### config.mk
export PLATFORM = sky130hd
export DESIGN_NAME = dialog_text_chunk_decoder
export DESIGN_NICKNAME = d
export VERILOG_FILES = /design/src/rtl/dtcd_pkg.sv /design/src/rtl/dtcd_front.sv /design/src/rtl/dtcd_queue.sv /design/src/rtl/dtcd_back.sv /design/src/rtl/dialog_text_chunk_decoder.sv
export SDC_FILE = /design/constraint.sdc
export NUM_CORES = 1
export LEC_CHECK = 0
export BUFFER_PORTS_ARGS = -buffer_cell sky130_fd_sc_hd__buf_2
export CAP_MARGIN = 20
export CORE_MARGIN = 2
export CORE_UTILIZATION = 62
export CTS_CLUSTER_SIZE = 25
export DETAILED_ROUTE_END_ITERATION = 10
export GPL_ROUTABILITY_DRIVEN = 0
export PLACE_DENSITY_LB_ADDON = 0.15
export SETUP_SLACK_MARGIN = 0.2
export SLEW_MARGIN = 5
export SYNTH_ARGS = -nofsm -noshare
export SYNTH_HDL_FRONTEND = slang
export SYNTH_SLANG_ARGS = --single-unit
### constraint.sdc
create_clock -name clk -period 7.05 [get_ports clk]
set_input_delay 1.41 -clock clk [delete_from_list [all_inputs] [get_ports clk]]
set_output_delay 1.41 -clock clk [all_outputs]
set_load 0.05 [all_outputs]
### src/rtl/dtcd_pkg.sv
package dtcd_pkg;

  // Widths fixed by the item and result formats.
  localparam int PosWidth     = 8;
  localparam int SlotWidth    = 5;
  localparam int CountWidth   = 6;
  localparam int ResultsMax   = 3;
  localparam int QueueDepth   = 2;

  // Event kinds on the result side.
  localparam logic EvChar = 1'b0;
  localparam logic EvTerm = 1'b1;

  // One classified input byte, as it travels from the front to the back.
  typedef struct packed {
    logic       start;    // first byte of a message
    logic       buf_end;  // last byte of the buffer
    logic [1:0] nchars;   // characters to write: 0, 1 or 2
    logic [7:0] ch0;
    logic [7:0] ch1;
    logic       term;     // close the current chunk
    logic       stop;     // stop parsing after this byte
    logic       skip;     // skip the following byte
  } item_t;

  // One result beat.
  typedef struct packed {
    logic                  kind;
    logic [SlotWidth-1:0]  slot;
    logic [PosWidth-1:0]   pos;
    logic [7:0]            data;
    logic [CountWidth-1:0] count;
    logic                  stopped;
    logic                  last;
  } result_t;

endpackage

### src/rtl/dtcd_front.sv
module dtcd_front (
  input  logic            encoding_mode,
  input  logic [7:0]      text_byte,
  input  logic            message_start,
  input  logic            buffer_end,
  output dtcd_pkg::item_t item
);
  import dtcd_pkg::*;

  // Command codes of the first encoding.
  localparam logic [7:0] M0CmdBase    = 8'h67;
  localparam logic [7:0] M0LtGlyph    = 8'h5A;
  localparam logic [7:0] M0SkipLoA    = 8'h6B;
  localparam logic [7:0] M0SkipHiA    = 8'h6E;
  localparam logic [7:0] M0SpaceLo    = 8'h73;
  localparam logic [7:0] M0SpaceHi    = 8'h76;
  localparam logic [7:0] M0SkipLoB    = 8'h77;
  localparam logic [7:0] M0SkipHiB    = 8'h7A;
  localparam logic [7:0] M0Wait       = 8'h7E;
  localparam logic [7:0] CodeEnd      = 8'h7F;
  localparam logic [7:0] M0Invalid    = 8'h80;
  // Codes of the second encoding.
  localparam logic [7:0] M1AccentBase = 8'h5A;
  localparam logic [7:0] M1CmdBase    = 8'h70;
  localparam logic [7:0] M1Space      = 8'h80;
  localparam logic [7:0] M1Wait       = 8'h81;
  localparam logic [7:0] M1SpaceLo    = 8'h82;
  localparam logic [7:0] M1SpaceHi    = 8'h86;
  localparam logic [7:0] M1Skip       = 8'h87;
  localparam logic [7:0] Utf8Lead     = 8'hC3;
  localparam logic [7:0] AsciiSpace   = 8'h20;
  localparam logic [7:0] AsciiLt      = 8'h3C;

  // Letters, digits and punctuation common to both encodings.
  function automatic logic [7:0] shared_char(input logic [7:0] c);
    logic [7:0] r;
    r = 8'h00;
    if (c < 8'd26) begin
      r = 8'h41 + c;
    end else if (c < 8'd52) begin
      r = 8'h61 + (c - 8'd26);
    end else if (c < 8'd62) begin
      r = 8'h30 + (c - 8'd52);
    end else begin
      case (c)
        8'h3E:   r = 8'h21;
        8'h3F:   r = 8'h3F;
        8'h40:   r = 8'h2D;
        8'h41:   r = 8'h2E;
        8'h42:   r = 8'h2C;
        8'h43:   r = 8'h2E;
        8'h44:   r = 8'h3E;
        8'h45:   r = 8'h28;
        8'h46:   r = 8'h29;
        8'h4C:   r = 8'h22;
        8'h51:   r = 8'h27;
        8'h59:   r = 8'h20;
        default: r = 8'h00;
      endcase
    end
    return r;
  endfunction

  // Accent codes of the second encoding: values with the top bit set are
  // the trailing byte of a two-byte UTF-8 sequence.
  function automatic logic [7:0] accent_char(input logic [7:0] c);
    logic [7:0] r;
    case (c)
      8'h5A:   r = 8'hB6;
      8'h5F:   r = 8'hBC;
      8'h60:   r = 8'hB4;
      8'h61:   r = 8'h3A;
      8'h66:   r = 8'hA8;
      8'h67:   r = 8'hA9;
      8'h68:   r = 8'hAA;
      8'h69:   r = 8'hA0;
      8'h6A:   r = 8'hB9;
      8'h6B:   r = 8'hA7;
      8'h6C:   r = 8'hA2;
      8'h6D:   r = 8'hBB;
      8'h6E:   r = 8'hAE;
      8'h6F:   r = 8'hA4;
      default: r = 8'h00;
    endcase
    return r;
  endfunction

  // Classify the byte into characters to write and chunk commands.
  always_comb begin
    logic [7:0] ch;
    ch = 8'h00;
    item = '0;
    item.start   = message_start;
    item.buf_end = buffer_end;
    if (!encoding_mode) begin
      if (text_byte < M0CmdBase) begin
        ch = (text_byte == M0LtGlyph) ? AsciiLt : shared_char(text_byte);
        if (ch != 8'h00) begin
          item.nchars = 2'd1;
          item.ch0    = ch;
        end
      end else if (text_byte >= M0Invalid) begin
        item.stop = 1'b1;
      end else begin
        if (text_byte >= M0SpaceLo && text_byte <= M0SpaceHi) begin
          item.nchars = 2'd1;
          item.ch0    = AsciiSpace;
        end
        if (text_byte == M0Wait || text_byte == CodeEnd) begin
          item.term = 1'b1;
        end
        if (text_byte == CodeEnd) begin
          item.stop = 1'b1;
        end
        if ((text_byte >= M0SkipLoA && text_byte <= M0SkipHiA) ||
            (text_byte >= M0SkipLoB && text_byte <= M0SkipHiB)) begin
          item.skip = 1'b1;
        end
      end
    end else begin
      if (text_byte < M1AccentBase) begin
        ch = shared_char(text_byte);
        if (ch != 8'h00) begin
          item.nchars = 2'd1;
          item.ch0    = ch;
        end
      end else if (text_byte < M1CmdBase) begin
        ch = accent_char(text_byte);
        if (ch[7]) begin
          item.nchars = 2'd2;
          item.ch0    = Utf8Lead;
          item.ch1    = ch;
        end else if (ch != 8'h00) begin
          item.nchars = 2'd1;
          item.ch0    = ch;
        end
      end else if (text_byte == CodeEnd) begin
        item.term = 1'b1;
        item.stop = 1'b1;
      end else if (text_byte == M1Space ||
                   (text_byte >= M1SpaceLo && text_byte <= M1SpaceHi)) begin
        item.nchars = 2'd1;
        item.ch0    = AsciiSpace;
      end else if (text_byte == M1Wait) begin
        item.term = 1'b1;
      end else if (text_byte == M1Skip) begin
        item.skip = 1'b1;
      end
    end
  end

endmodule

### src/rtl/dtcd_queue.sv
module dtcd_queue #(
  parameter int DEPTH = 2
) (
  input  logic            clk,
  input  logic            rst,
  input  logic            in_valid,
  output logic            in_ready,
  input  dtcd_pkg::item_t in_item,
  output logic            out_valid,
  input  logic            out_ready,
  output dtcd_pkg::item_t out_item
);
  import dtcd_pkg::*;

  localparam int PtrW = (DEPTH > 1) ? $clog2(DEPTH) : 1;
  localparam int CntW = $clog2(DEPTH + 1);
  localparam logic [PtrW-1:0] PtrLast = PtrW'(DEPTH - 1);
  localparam logic [CntW-1:0] CntFull = CntW'(DEPTH);

  item_t           slots [DEPTH];
  logic [PtrW-1:0] wr_ptr;
  logic [PtrW-1:0] rd_ptr;
  logic [CntW-1:0] fill;
  logic            push;
  logic            pop;

  assign in_ready  = (fill != CntFull);
  assign out_valid = (fill != '0);
  assign out_item  = slots[rd_ptr];
  assign push      = in_valid && in_ready;
  assign pop       = out_valid && out_ready;

  // Pointers and fill level.
  always_ff @(posedge clk) begin
    if (rst) begin
      wr_ptr <= '0;
      rd_ptr <= '0;
      fill   <= '0;
    end else begin
      if (push) begin
        wr_ptr <= (wr_ptr == PtrLast) ? '0 : wr_ptr + PtrW'(1);
      end
      if (pop) begin
        rd_ptr <= (rd_ptr == PtrLast) ? '0 : rd_ptr + PtrW'(1);
      end
      if (push && !pop) begin
        fill <= fill + CntW'(1);
      end else if (pop && !push) begin
        fill <= fill - CntW'(1);
      end
    end
  end

  // Entry storage.
  always_ff @(posedge clk) begin
    if (push) begin
      slots[wr_ptr] <= in_item;
    end
  end

endmodule

### src/rtl/dtcd_back.sv
module dtcd_back #(
  parameter int NUM_CHUNKS  = 32,
  parameter int CHUNK_BYTES = 256
) (
  input  logic              clk,
  input  logic              rst,
  input  logic              in_valid,
  output logic              in_ready,
  input  dtcd_pkg::item_t   in_item,
  output logic              out_valid,
  input  logic              out_ready,
  output dtcd_pkg::result_t out_result
);
  import dtcd_pkg::*;

  localparam int CW = $clog2(NUM_CHUNKS + 1);
  localparam logic [CW-1:0]       CntMax     = CW'(NUM_CHUNKS);
  localparam logic [CW-1:0]       CntTermMax = CW'(NUM_CHUNKS - 1);
  localparam logic [PosWidth-1:0] PosLimit   = PosWidth'(CHUNK_BYTES - 2);
  localparam int NCand = 4;

  function automatic logic [SlotWidth-1:0] slot_of(input logic [CW-1:0] v);
    logic [CW+SlotWidth-1:0] e;
    e = {{SlotWidth{1'b0}}, v};
    return e[SlotWidth-1:0];
  endfunction

  function automatic logic [CountWidth-1:0] count_of(input logic [CW-1:0] v);
    logic [CW+CountWidth-1:0] e;
    e = {{CountWidth{1'b0}}, v};
    return e[CountWidth-1:0];
  endfunction

  // Decoder state.
  logic [PosWidth-1:0] pos;
  logic [CW-1:0]       cnt;
  logic                skip;
  logic                stopped;
  logic [PosWidth-1:0] pos_next;
  logic [CW-1:0]       cnt_next;
  logic                skip_next;
  logic                stopped_next;

  // Result buffer for the byte being delivered.
  result_t   res [ResultsMax];
  result_t   plan [ResultsMax];
  logic [1:0] res_n;
  logic [1:0] res_idx;
  logic [1:0] plan_n;
  logic       take;
  logic       buf_free;
  logic       load;

  assign out_valid  = (res_idx < res_n);
  assign out_result = (res_idx == 2'd3) ? '0 : res[res_idx];
  assign take       = out_valid && out_ready;
  assign buf_free   = (res_idx == res_n) || (take && (res_idx == res_n - 2'd1));
  assign in_ready   = buf_free;
  assign load       = in_valid && buf_free;

  // Work out the state after the byte and the results it causes.
  always_comb begin
    logic [PosWidth-1:0] p;
    logic [CW-1:0]       c;
    logic                s;
    logic                st;
    logic                halt;
    logic [NCand-1:0]    cv;
    result_t             cand [NCand];
    logic [1:0]          n;
    p    = pos;
    c    = cnt;
    s    = skip;
    st   = stopped;
    halt = 1'b0;
    cv   = '0;
    n    = 2'd0;
    for (int i = 0; i < NCand; i++) begin
      cand[i] = '0;
    end
    for (int k = 0; k < ResultsMax; k++) begin
      plan[k] = '0;
    end
    if (in_item.start) begin
      p  = '0;
      c  = '0;
      s  = 1'b0;
      st = 1'b0;
    end
    if (!st) begin
      if (s) begin
        s = 1'b0;
      end else begin
        // Character writes, each held back at the position limit.
        if (in_item.nchars != 2'd0 && p < PosLimit) begin
          cv[0]         = 1'b1;
          cand[0].kind  = EvChar;
          cand[0].slot  = slot_of(c);
          cand[0].pos   = p;
          cand[0].data  = in_item.ch0;
          cand[0].count = count_of(c);
          p             = p + PosWidth'(1);
        end
        if (in_item.nchars == 2'd2 && p < PosLimit) begin
          cv[1]         = 1'b1;
          cand[1].kind  = EvChar;
          cand[1].slot  = slot_of(c);
          cand[1].pos   = p;
          cand[1].data  = in_item.ch1;
          cand[1].count = count_of(c);
          p             = p + PosWidth'(1);
        end
        // Terminator command: reported even for an empty chunk.
        if (in_item.term) begin
          cv[2]        = 1'b1;
          cand[2].kind = EvTerm;
          cand[2].slot = slot_of(c);
          cand[2].pos  = p;
          if (p != '0 && c < CntTermMax) begin
            c = c + CW'(1);
          end
          cand[2].count = count_of(c);
          p             = '0;
        end
        s    = in_item.skip;
        halt = in_item.stop;
      end
      // Closing flush when parsing stops or the buffer ends.
      if (halt || in_item.buf_end) begin
        if (p != '0 && c < CntMax) begin
          cv[3]         = 1'b1;
          cand[3].kind  = EvTerm;
          cand[3].slot  = slot_of(c);
          cand[3].pos   = p;
          c             = c + CW'(1);
          cand[3].count = count_of(c);
        end
        p  = '0;
        st = 1'b1;
      end
    end
    // Pack the events in order.
    for (int i = 0; i < NCand; i++) begin
      if (cv[i] && n != 2'd3) begin
        plan[n] = cand[i];
        n       = n + 2'd1;
      end
    end
    for (int k = 0; k < ResultsMax; k++) begin
      plan[k].stopped = st;
      plan[k].last    = (2'(k) == n - 2'd1);
    end
    plan_n       = n;
    pos_next     = p;
    cnt_next     = c;
    skip_next    = s;
    stopped_next = st;
  end

  // State and delivery control.
  always_ff @(posedge clk) begin
    if (rst) begin
      pos     <= '0;
      cnt     <= '0;
      skip    <= 1'b0;
      stopped <= 1'b0;
      res_n   <= 2'd0;
      res_idx <= 2'd0;
    end else if (load) begin
      pos     <= pos_next;
      cnt     <= cnt_next;
      skip    <= skip_next;
      stopped <= stopped_next;
      res_n   <= plan_n;
      res_idx <= 2'd0;
    end else if (take) begin
      res_idx <= res_idx + 2'd1;
    end
  end

  // Result payload.
  always_ff @(posedge clk) begin
    if (load) begin
      for (int k = 0; k < ResultsMax; k++) begin
        res[k] <= plan[k];
      end
    end
  end

endmodule

### src/rtl/dialog_text_chunk_decoder.sv
// A byte taken passes through the queue register, then the result register, before
// its first result beat appears. Throughput: one byte per cycle while each byte yields
// at most one result and m_tready is high; the result register sends one beat per
// cycle while m_tready is high, and the next byte loads as the last beat is taken.
// A two-entry queue between the classifier and the chunk sequencer absorbs stalls.
// Reset (rst, synchronous) clears position, chunk count, skip and stop flags,
// empties the queue and sets the encoding mode to the first encoding.
module dialog_text_chunk_decoder #(
  parameter int NUM_CHUNKS  = 32,
  parameter int CHUNK_BYTES = 256
) (
  input  logic        clk,
  input  logic        rst,
  input  logic        cfg_we,
  input  logic        cfg_wdata,
  input  logic        s_tvalid,
  output logic        s_tready,
  input  logic [7:0]  s_tdata,   // text_byte
  input  logic [0:0]  s_tuser,   // message_start
  input  logic        s_tlast,   // buffer_end
  output logic        m_tvalid,
  input  logic        m_tready,
  // chunk_index[4:0], char_pos[12:5], char_byte[20:13], chunk_count[26:21],
  // parse_stopped[27], zero fill [31:28]
  output logic [31:0] m_tdata,
  output logic [0:0]  m_tuser,   // event_kind
  output logic        m_tlast    // last_of_run
);
  import dtcd_pkg::*;

  logic    encoding_mode;
  item_t   front_item;
  item_t   q_item;
  logic    q_valid;
  logic    q_ready;
  result_t result;

  // Encoding mode register.
  always_ff @(posedge clk) begin
    if (rst) begin
      encoding_mode <= 1'b0;
    end else if (cfg_we) begin
      encoding_mode <= cfg_wdata;
    end
  end

  // Classify each incoming beat.
  dtcd_front u_front (
    .encoding_mode (encoding_mode),
    .text_byte     (s_tdata),
    .message_start (s_tuser[0]),
    .buffer_end    (s_tlast),
    .item          (front_item)
  );

  // Decouple the classifier from the sequencer.
  dtcd_queue #(
    .DEPTH (QueueDepth)
  ) u_queue (
    .clk       (clk),
    .rst       (rst),
    .in_valid  (s_tvalid),
    .in_ready  (s_tready),
    .in_item   (front_item),
    .out_valid (q_valid),
    .out_ready (q_ready),
    .out_item  (q_item)
  );

  // Chunk state and result delivery.
  dtcd_back #(
    .NUM_CHUNKS  (NUM_CHUNKS),
    .CHUNK_BYTES (CHUNK_BYTES)
  ) u_back (
    .clk        (clk),
    .rst        (rst),
    .in_valid   (q_valid),
    .in_ready   (q_ready),
    .in_item    (q_item),
    .out_valid  (m_tvalid),
    .out_ready  (m_tready),
    .out_result (result)
  );

  // Pack the result beat.
  assign m_tdata = {4'b0000, result.stopped, result.count, result.data,
                    result.pos, result.slot};
  assign m_tuser = result.kind;
  assign m_tlast = result.last;

endmodule

==> metrics.yaml <==
synthesis:
  ys_seq_area_frac: 0.443
  synth_seq_cells: 149
  async_reset_ff_frac: 0
  synth.area.top_cells: "edfxtp_1 38%, mux2i_1 6.9%, dfxtp_1 5.9%"
  synth_top_area_frac: 0.384
  netlist_area_mm2: 0.00946
  yosysWarnings: 0
  syn_inst: 1033
  synth_edf_count: 121
  yosys.area.top_type: "edfxtp_1"
  ys_types: 76
  synth.avg_cell_area_um2: 9.16
  synthFlopType: "edfxtp_1"
global_routing:
  grt_overflow: 0
  grt_start_max_net_pins: 72
  track_usage: 0.304
  antenna_found_initial: 0
  grt_pass1_vias: 7603
  grt_pass1_wl_mm: 38.9
setup_path:
  worst-setup-path-type: "reg -> reg"
  crit_required_ns: 7.27
  r2r_cells: 15
  cp-end-kind: "register"
  r2r-end: "u_back.res[2][2]$_DFFE_PP_"
  path_max_fanout: 21
  ff2ff_setup_slack_ns: 1.28
  critPathLaunchType: "register"
  critPathArrivalTime_ns: 5.99
pwr:
  power_mw: 4.86
  p_clk_frac: 0.208
  p_comb_frac: 0.480
  p_switching_mw: 2.18
  seqPwrFrac: 0.312
  powerDensity_mw_per_mm2: 467
  switching_share: 0.450
  p_int_mw: 2.67
  p_leak_nw: 3.88
  vdd_drop_max_v: 0.000302
floorplan:
  floorplan.initialDensity: 0.629
  dieWidth_um: 128
  die_h_um: 128
  io_pins: 52
  core-area_mm2: 0.0150
  rows: 45
  die-area_mm2: 0.0163
clock_tree:
  cts_resized: 0
  cts_setup_buffers: 0
  ctsHtreeMaxLevel: 4
  cts_tree: "yes"
  clock-root-buffer: "clkbuf_16"
  clkTransAtPathRegs_ns: 0.07
  clk_path_buf_depth: 2
  cts.sinks: 149
  cts_made_buffers: 17
  postCtsHoldBufs: 0
  worstSkewPairLatency_ns: 0.43
place:
  portBuffers: 47
  dp_cells: 1205
  pre_cts_ws_ns: 1.41
  dpl_cell_area_mm2: 0.00972
  hpwl_mm: 16.8
cells_and_area:
  stdcell_area_mm2: 0.0104
  final_nets: 1082
  final_cells: 1238
  final_layout_size_suffix_gt1_frac: 0.112
  area_growth_pct: 9.82
  post-route-util: 0.691
  fill_cells: 1194
  antenna_cells: 0
sta:
  finalCritPeriodShare: 0.819
  hold_viol: 0
  setup_violations: 0
  worstMarginPinSlew_ns: 1.07
  tns_ns: 0
  holdWs_ns: 0.494
  setup_slack_ns: 1.28
  fin_crit_ns: 5.77
  skew_ns: 0.0130
  fmaxAchievable_mhz: 173
  slew_headroom: 0.289
  rsz0062_at_grt: "no"
  finalMaxSlewViolations: 0
drt:
  routed_via_density: 6.58
  ant_nets: 0
  drt_first_pass_iters: 5
  drc_errors: 0
  routed_wirelength_mm: 24.3
  wl_per_cell_um: 19.7
  drt_iter0_drc: 825
  via_count: 8141
status:
  status: "finished, final reports clean"
min_path:
  hold_path_startpoint: "u_back.cnt[5]$_SDFFE_PP0P_"
  min_to: "u_back.cnt[5]$_SDFFE_PP0P_"
  hold_class: "reg -> reg"
  hold_depth: 2
flow_run:
  drv_cap: 0
## area by class of cell
| type | instances | area, um^2 | share of cell area |
|---|---|---|---|
| Clock buffer | 21 | 460 | 0.0443 |
| Timing Repair Buffer | 59 | 333 | 0.0320 |
| Sequential cell | 149 | 4200 | 0.404 |
| Inverter | 39 | 148 | 0.0142 |
| Multi-Input combinational cell | 771 | 4820 | 0.464 |
| Tap cell | 188 | 235 | 0.0226 |
| Clock inverter | 11 | 196 | 0.0189 |
## sequential cells by signal, indices dropped and copies added, names as in the netlist, named ones only
| name | cells |
|---|---|
| encoding_mode | 1 |
| u_back.cnt | 6 |
| u_back.pos | 8 |
| u_back.res | 79 |
| u_back.res_idx | 2 |
| u_back.res_n | 2 |
| u_back.skip | 1 |
| u_back.stopped | 1 |
| u_queue.fill | 2 |
| u_queue.rd_ptr | 1 |
| u_queue.slots | 42 |
| u_queue.wr_ptr | 1 |
## worst max-delay path by stage
stage	cells after the start	to	startpoint
floorplan	20	u_back.res[0][3]$_DFFE_PP_	register
global placement	19	u_back.res[2][6]$_DFFE_PP_	register
detailed placement	15	u_back.res[2][2]$_DFFE_PP_	register
CTS	15	u_back.res[2][6]$_DFFE_PP_	register
global route	15	u_back.res[2][2]$_DFFE_PP_	register
finish	15	u_back.res[2][2]$_DFFE_PP_	register
## cell usage after synthesis (4+ instances only)
cell,count
xnor2_1,21
o31ai_1,5
mux2i_1,65
buf_2,7
o21ai_1,5
xor2_1,7
a31o_2,4
or3_1,9
and3_1,19
a211oi_1,13
and2_1,15
a21oi_1,84
nand2b_1,10
nor2_1,113
a22oi_1,11
buf_4,4
dfxtp_1,28
buf_1,6
nand3_1,39
edfxtp_1,121
o21ai_0,42
nand2_1,89
o22ai_1,25
nand4_1,11
clkbuf_1,58
ha_1,29
nor3b_1,6
nor4_1,7
inv_1,36
nor3_1,48
or2_2,6
o21a_1,5
a31oi_1,16
o211ai_1,5
## layer usage
| layer | vias up | routed length (um) | share of wire | track usage |
|---|---|---|---|---|
| li1 | 3809 | - | - | - |
| met2 | 423 | 11000 | 0.45 | 0.471 |
| met4 | 0 | 721 | 0.030 | 0.131 |
| met1 | 3832 | 10300 | 0.42 | 0.414 |
| met5 | - | 0 | 0 | 0 |
| met3 | 77 | 2310 | 0.095 | 0.0683 |
## kinds of logic after synthesis
| logic type | share of synthesized area |
|---|---|
| and+or+nand+nor | 0.200 |
| AOI/OAI and AO/OA | 0.162 |
| DFF | 0.443 |
| buffers and inverters | 0.0495 |
| muxes | 0.0809 |
| adders and majority gates | 0.0383 |
| xor gates and xnor gates | 0.0259 |
| other | 0.000396 |
## placed cells by master (no fill, tap or decap), types with 5 or more instances in the layout
master       n
a211oi_1    13
a21oi_1     84
a22oi_1     11
a31oi_1     16
and2_1      15
and3_1      19
buf_2       47
buf_4       11
bufinv_16    5
clkbuf_16   17
dfxtp_1     27
edfxtp_1   121
ha_1        29
inv_1       36
mux2i_1     64
nand2_1     89
nand2b_1    10
nand3_1     39
nand4_1     11
nor2_1     112
nor3_1      48
nor3b_1      6
nor4_1       6
o211ai_1     5
o21a_1       5
o21ai_0     42
o21ai_1      5
o22ai_1     25
o31ai_1      5
or2_2        6
or3_1        9
xnor2_1     21
xor2_1       7
## worst max-delay path: stages, from the launching register on
cell      delay (ns)
dfxtp_1         0.46
buf_4           0.36
or3_1           0.28
nand3_1         0.18
o31ai_1         0.60
nor4b_1         0.48
nand3_1         0.16
nand2_1         0.15
inv_1           0.05
ha_1            0.34
a211oi_1        0.38
a31oi_1         0.17
a311o_1         0.49
nor3_4          0.44
nand2_1         0.60
o22ai_1         0.41
## power by group through the flow
stage          Clock (mW)  Combinational [mW]  Sequential [mW]
2_1_floorplan           0                1.80             1.48
3_3_place_gp            0                2.26             1.52
3_5_place_dp            0                2.29             1.53
4_1_cts              1.01                2.30             1.52
5_1_grt              1.05                2.51             1.54
6_report             1.01                2.33             1.52
No activity file was read; power rests on OpenSTA's default activity.
